[src/rtl/core/csr_pkg.sv]
`default_nettype none
package csr_pkg;

    localparam int SLOTS_DEF      = 4;
    localparam int SLOT_BYTES_DEF = 512;

    localparam logic [7:0] TIMEOUT_RESET   = 8'd5;
    localparam logic       REG_TIMEOUT_IDX = 1'b0;

    localparam logic       OP_TICK    = 1'b1;
    localparam logic [1:0] SEG_SINGLE = 2'd0;
    localparam logic [1:0] SEG_FIRST  = 2'd1;
    localparam logic [1:0] SEG_MIDDLE = 2'd2;

    localparam logic [1:0] KIND_SINGLE  = 2'd0;
    localparam logic [1:0] KIND_CHUNK   = 2'd1;
    localparam logic [1:0] KIND_ERROR   = 2'd2;
    localparam logic [1:0] KIND_TIMEOUT = 2'd3;

    typedef struct packed {
        logic        operation;
        logic [31:0] msg_id;
        logic [1:0]  seg_kind;
        logic [7:0]  seg_num;
        logic [2:0]  data_len;
        logic [7:0]  byte_0;
        logic [7:0]  byte_1;
        logic [7:0]  byte_2;
        logic [7:0]  byte_3;
        logic [7:0]  byte_4;
        logic [7:0]  byte_5;
        logic [7:0]  byte_6;
    } in_item_t;

    typedef struct packed {
        logic [1:0]  kind;
        logic [31:0] result_id;
        logic [3:0]  byte_count;
        logic [7:0]  out_byte_0;
        logic [7:0]  out_byte_1;
        logic [7:0]  out_byte_2;
        logic [7:0]  out_byte_3;
        logic [7:0]  out_byte_4;
        logic [7:0]  out_byte_5;
        logic [7:0]  out_byte_6;
        logic [7:0]  out_byte_7;
        logic        last;
    } out_item_t;

    typedef enum logic [2:0] {
        CLS_TICK,
        CLS_SINGLE,
        CLS_FIRST,
        CLS_MIDDLE,
        CLS_FINAL
    } cls_t;

    typedef struct packed {
        cls_t            cls;
        logic [31:0]     msg_id;
        logic [7:0]      seg_num;
        logic [2:0]      data_len;
        logic [6:0][7:0] data;
    } cmd_t;

    typedef enum logic [3:0] {
        S_IDLE,
        S_DECODE,
        S_CLAIM,
        S_WRITE,
        S_CHUNK,
        S_RD,
        S_CAP,
        S_TICK,
        S_EMIT
    } state_t;

    typedef struct packed {
        state_t state;
        logic   push;
        logic   tick_cmd;
    } eng_stat_t;

endpackage
`default_nettype wire

[src/rtl/core/csr_front.sv]
`default_nettype none
module csr_front (
    input  wire logic              clk,
    input  wire logic              rst_n,
    input  wire logic              in_valid,
    output logic                   in_ready,
    input  wire csr_pkg::in_item_t in_data,
    output logic                   cmd_valid,
    output csr_pkg::cmd_t          cmd,
    input  wire logic              cmd_pop
);
    csr_pkg::cmd_t ent_reg [2];
    logic          wptr_reg, wptr_next;
    logic          rptr_reg, rptr_next;
    logic [1:0]    count_reg, count_next;
    csr_pkg::cmd_t cls_cmd;
    logic          push;

    // classify the item
    always_comb
    begin
        cls_cmd.msg_id   = in_data.msg_id;
        cls_cmd.seg_num  = in_data.seg_num;
        cls_cmd.data_len = in_data.data_len;
        cls_cmd.data     = {in_data.byte_6, in_data.byte_5, in_data.byte_4, in_data.byte_3,
                            in_data.byte_2, in_data.byte_1, in_data.byte_0};
        if (in_data.operation == csr_pkg::OP_TICK)
        begin
            cls_cmd.cls = csr_pkg::CLS_TICK;
        end
        else
        begin
            case (in_data.seg_kind)
                csr_pkg::SEG_SINGLE: cls_cmd.cls = csr_pkg::CLS_SINGLE;
                csr_pkg::SEG_FIRST:  cls_cmd.cls = csr_pkg::CLS_FIRST;
                csr_pkg::SEG_MIDDLE: cls_cmd.cls = csr_pkg::CLS_MIDDLE;
                default:             cls_cmd.cls = csr_pkg::CLS_FINAL;
            endcase
        end
    end

    assign in_ready  = (count_reg != 2'd2);
    assign push      = in_valid && in_ready;
    assign cmd_valid = (count_reg != 2'd0);
    assign cmd       = ent_reg[rptr_reg];

    always_comb
    begin
        wptr_next  = wptr_reg ^ push;
        rptr_next  = rptr_reg ^ cmd_pop;
        count_next = count_reg + {1'b0, push} - {1'b0, cmd_pop};
    end

    always_ff @(posedge clk or negedge rst_n)
    begin
        if (!rst_n)
        begin
            wptr_reg  <= 1'b0;
            rptr_reg  <= 1'b0;
            count_reg <= 2'd0;
        end
        else
        begin
            wptr_reg  <= wptr_next;
            rptr_reg  <= rptr_next;
            count_reg <= count_next;
        end
    end

    always_ff @(posedge clk)
    begin
        if (push)
        begin
            ent_reg[wptr_reg] <= cls_cmd;
        end
    end
endmodule
`default_nettype wire

[config.mk]
export PLATFORM = sky130hd
export DESIGN_NAME = csr_front
export DESIGN_NICKNAME = d
export VERILOG_FILES = /design/src/rtl/core/csr_pkg.sv /design/src/rtl/core/csr_front.sv
export SDC_FILE = /design/constraint.sdc
export NUM_CORES = 1
export LEC_CHECK = 0
export ABC_AREA = 0
export CAP_MARGIN = 20
export CORE_MARGIN = 5
export CORE_UTILIZATION = 35
export CTS_BUF_LIST = sky130_fd_sc_hd__clkbuf_16
export CTS_CLUSTER_DIAMETER = 100
export DETAILED_ROUTE_END_ITERATION = 8
export DONT_BUFFER_PORTS = 1
export PLACE_DENSITY = 0.49
export SLEW_MARGIN = 10
export SYNTH_ARGS = -nofsm -noshare
export SYNTH_HDL_FRONTEND = slang
export SYNTH_SLANG_ARGS = --single-unit
[constraint.sdc]
create_clock -name clk -period 15.8 [get_ports clk]
set_input_delay 3.16 -clock clk [delete_from_list [all_inputs] [get_ports clk]]
set_output_delay 3.16 -clock clk [all_outputs]
set_load 0.1 [all_outputs]
After elaboration in Yosys (flattened, before gate mapping)
Memory sizes are Yosys's and may differ from the RTL's.
Index checks and enable logic that the tools add are counted.
- equality and inequality tests: 3
- bitwise gates (word level): 2
- reduce and logical (&&, ||, !) cells: 3
- add/subtract/negate cells: 2
- muxes and demuxes: 4
- operator list (operator ; number):
    3-bit one-hot mux with 3 select lines ; 1
    3-bit 2-to-1 mux ; 1
    2-bit by 1-bit adder with 2-bit output ; 1
    2-bit by 1-bit == test with 1-bit output, second input constant ; 1
    2-bit == test, second input constant ; 1
    2-bit logical NOT ; 1
    1-bit 2-to-1 mux ; 2
    2-bit != test, second input constant ; 1
    2-bit nonzero test ; 1
    2-bit by 1-bit subtractor with 2-bit output ; 1
    1-bit XOR ; 2
    1-bit logical AND ; 1
- register bits after elaboration: 4
- RAM bits: 204
- output and inout port bits: 104
- memories: 1
- bits of input ports: 106
- memories (name ; depth ; bits a word ; read ports ; clocked after memory_dff ; write ports ; RTL line ; RTL):
    ent_reg ; 2 ; 102 ; 1 ; 0 ; 1 ; csr_front.sv:12 ; csr_pkg::cmd_t ent_reg [2];

Longest topological paths before layout
- word-level depth: 4
- depth in mapped cells: 5

Least setup slack after synthesis
OpenSTA, ideal clock, no wires.
- path type: input to register
- start point: input port in_valid
- end point: memory ent_reg[1][0] in the netlist's numbering, enable pin
- required time: 15.236 ns
- setup time: 0.564 ns
- data arrival time: 7.548 ns
- stages on the path: 2
- path buffers: 0
- path slack: 7.688 ns
- cell sequence: nand2_1 > nor2_1
- longest elaborated chain between the ends: 3
- RTL lines (item ; RTL line ; RTL):
    start: declaration ; csr_front.sv:5 ; input wire logic in_valid,
    1-bit logical AND ; csr_front.sv:43 ; assign push = in_valid && in_ready;
    1-bit 2-to-1 mux ; csr_front.sv:72 ; if (push)
    1-bit 2-to-1 mux (not written as such) ; csr_front.sv:74 ; ent_reg[wptr_reg] <= cls_cmd;
    end: declaration ; csr_front.sv:12 ;
Every way passes these cells.

==> flow_summary.json <==
{
  "cts-root-buf": "sky130_fd_sc_hd__clkbuf_16",
  "worst_slew_margin_rel_pct": 25.3,
  "synth_cell_type_count": 19,
  "route.detailed.vias_per_inst": 4.67,
  "ys_dominant_reg_cell": "sky130_fd_sc_hd__edfxtp_1",
  "share_of_the_yosys_chip_area_belonging_to_registers_pct": 81.4,
  "tritoncts": "done",
  "drive_above_1_share_pct": 37.4,
  "core_sq_mm": 0.0217,
  "clock_sinks": 208,
  "synth-xor-area-share_pct": 0.344,
  "outcome": "finished, final reports clean",
  "synth-compound-area-share_pct": 0.196,
  "grt_start_max_net_pins": 83,
  "via_count": 3084,
  "wl_met2_mm": 6.83,
  "timing.critical_path.max_delay_family": "buffers and inverters",
  "cp.depth": 2,
  "synthesis.instances": 345,
  "slowest_cp_cell": "sky130_fd_sc_hd__buf_4",
  "timing.reg2reg.setup_slack_ps": 12060,
  "worst-slew-pin-transition_ps": 1120,
  "count_of_flip_flops_with_a_built_in_enable_after_synthesis": 204,
  "place_hpwl_mm": 8.76,
  "fill_cell_instance_count_of_the_final_layout": 1926,
  "port_buffers": 0,
  "cts.hold.buffers_added": 0,
  "netlist_top_cells_count": "sky130_fd_sc_hd__edfxtp_1, sky130_fd_sc_hd__mux2_2, sky130_fd_sc_hd__buf_6",
  "synth.mux.area_fraction_pct": 15.0,
  "grt_antenna_before_repair": 0,
  "max_ffs_per_register": 204,
  "synth_area_sq_mm": 0.00765,
  "cp.buffers_inverters": 1,
  "drc_errors": 0,
  "cts_buffers": 23,
  "chipWidth_um": 158,
  "grt_pass1_wl_mm": 19.7,
  "yosys-top-cells-area": "sky130_fd_sc_hd__edfxtp_1, sky130_fd_sc_hd__mux2_2, sky130_fd_sc_hd__dfrtp_1",
  "timing_hold_violations_final": 0,
  "wire_per_inst_um": 20.6,
  "rows": 54,
  "top_layer_used": "met4",
  "synth.ff_latch_count": 208,
  "synth_top_family_by_area": "multiplexers",
  "crit_path_end": "cmd[26]",
  "worstSetupPathType": "register to primary output",
  "fin_worst_skew_ps": 14.3,
  "worstPathRequired_ps": 12640,
  "globalRouteTotalUtil_pct": 10.3,
  "ant_nets": 0,
  "m1WireLength_mm": 4.35,
  "grt_pass1_vias": 3401,
  "ff_latch_area_sq_mm": 0.00623,
  "io_pins": 210,
  "finish.net_count": 474,
  "synth_area_in_adders_pct": 0.818,
  "synthSimpleGateAreaFrac_pct": 0.638,
  "drt-pass1-iter-count": 4,
  "postSynth.asyncResetShare_pct": 1.92,
  "die_h_um": 158,
  "htreeDepth": 1,
  "fmax_mhz": 169,
  "postCtsSetupBuffers": 0,
  "worstPathCellList": "buf_4, mux2_2",
  "startpoint_types": "register",
  "r2r.worst_path.cells": 4,
  "synth_nets": 456,
  "most_instantiated_library_cell_after_synthesis": "sky130_fd_sc_hd__edfxtp_1",
  "num_antenna_cells": 0,
  "fin_tns_setup_ps": 0,
  "min_period_ps": 5930,
  "max-cap-violations": 0,
  "worst_setup_path_startpoint": "rptr_reg$_DFF_PN0_",
  "r2r_endpoint": "ent_reg[1][87]$_DFFE_PP_",
  "gp_congestion": 0.681,
  "clock_tree.buffer_depth": 3,
  "globalRoute.totalOverflow": 0,
  "timing.final.max_slew_violations": 0,
  "syn2layout_area_growth_pct": 14.0,
  "hold_path.class": "register to register",
  "cp-end-kind": "primary output",
  "rsz0062_at_grt": "no",
  "synth.yosys.warnings": 0,
  "synth_top_area_share_pct": 80.1,
  "dieArea_sq_mm": 0.0249,
  "wl_mm": 13.6,
  "worst_path_largest_cell_delay_ps": 780,
  "ctsResizeCount": 0,
  "clock_pin_slew_of_the_registers_on_the_worst_case_setup_and_hold_paths_ps": 60,
  "min_period_over_period_pct": 37.5,
  "multi_input_comb_area_sq_mm": 0.00132,
  "clock_insertion_delay_worst_skew_ps": 500,
  "drt_iter0_drc": 71,
  "setup_viol": 0,
  "min_from": "count_reg[0]$_DFF_PN0_",
  "yosys.area.top_type": "sky130_fd_sc_hd__edfxtp_1",
  "path_max_fanout": 69,
  "wl_met3_mm": 2.09,
  "worstReg2RegStart": "count_reg[0]$_DFF_PN0_",
  "avg_synthesized_cell_area_sq_um": 22.2,
  "initial_utilization_pct": 35.3,
  "timing.critical_path.arrival_ps": 2770
}
worst min path at each step:
stage / end / slack [ps] / cells after the start
final: count_reg[0]$_DFF_PN0_ / 550 / 1
after global routing: count_reg[0]$_DFF_PN0_ / 580 / 1
after CTS: count_reg[0]$_DFF_PN0_ / 560 / 1
after detailed placement: count_reg[0]$_DFF_PN0_ / 540 / 1
after global placement: count_reg[0]$_DFF_PN0_ / 520 / 1
after floorplan: count_reg[0]$_DFF_PN0_ / 510 / 1
layout make-up:
| cell class | count | share of cell area (%) |
|---|---|---|
| well taps | 280 | 4.02 |
| repair buffers | 4 | 0.574 |
| clock inverters | 19 | 1.97 |
| flip-flops and latches | 208 | 71.5 |
| inverters | 5 | 0.215 |
| clock buffers | 23 | 6.60 |
| multi-input cells | 121 | 15.2 |
logic make-up (layout without fill, tap and decap cells):
logic type      count (synthesis)  count (layout)
compound gates                  2               2
flops                         208             208
buf+inv                        16              51
simple gates                    9               9
fa+ha+maj                       5               5
xor+xnor                        3               3
mux                           102             102
cell usage in the layout, fill, tap and decap left out, drive strengths merged, types with 2 or more instances in the layout:
cell type,Yosys,layout
edfxtp,204,204
mux2,102,102
clkbuf,0,23
inv,5,12
clkinv,0,7
ha,5,5
dfrtp,4,4
buf,11,4
bufinv,0,3
xnor2,2,2
nor2b,2,2
clkinvlp,0,2
nor2,2,2
metal layers:
layer	up-vias	track usage (%)
met1	1526	10.1
met2	144	17.6
met4	0	2.87
li1	1393	-
met5	-	0
met3	21	7.19
through the flow:
| step | setup WS (ps) | cells | area (sq um) | hold slack (ps) | util [%] |
|---|---|---|---|---|---|
| final | 9870 | 660 | 8720 | 552 | 40.2 |
| after global routing | 9670 | 660 | 8720 | 583 | 40.2 |
| after CTS | 9740 | 659 | 8690 | 557 | 40.1 |
| after detailed placement | 10270 | 617 | 7940 | 541 | 36.6 |
| after global placement | 10300 | 617 | 7940 | 523 | 36.6 |
| after floorplan | 7690 | 345 | 7650 | 507 | - |
Power is left out: the tool's default activity adds up to more than one toggle a clock period on the data nets, which glitch-free logic cannot reach.
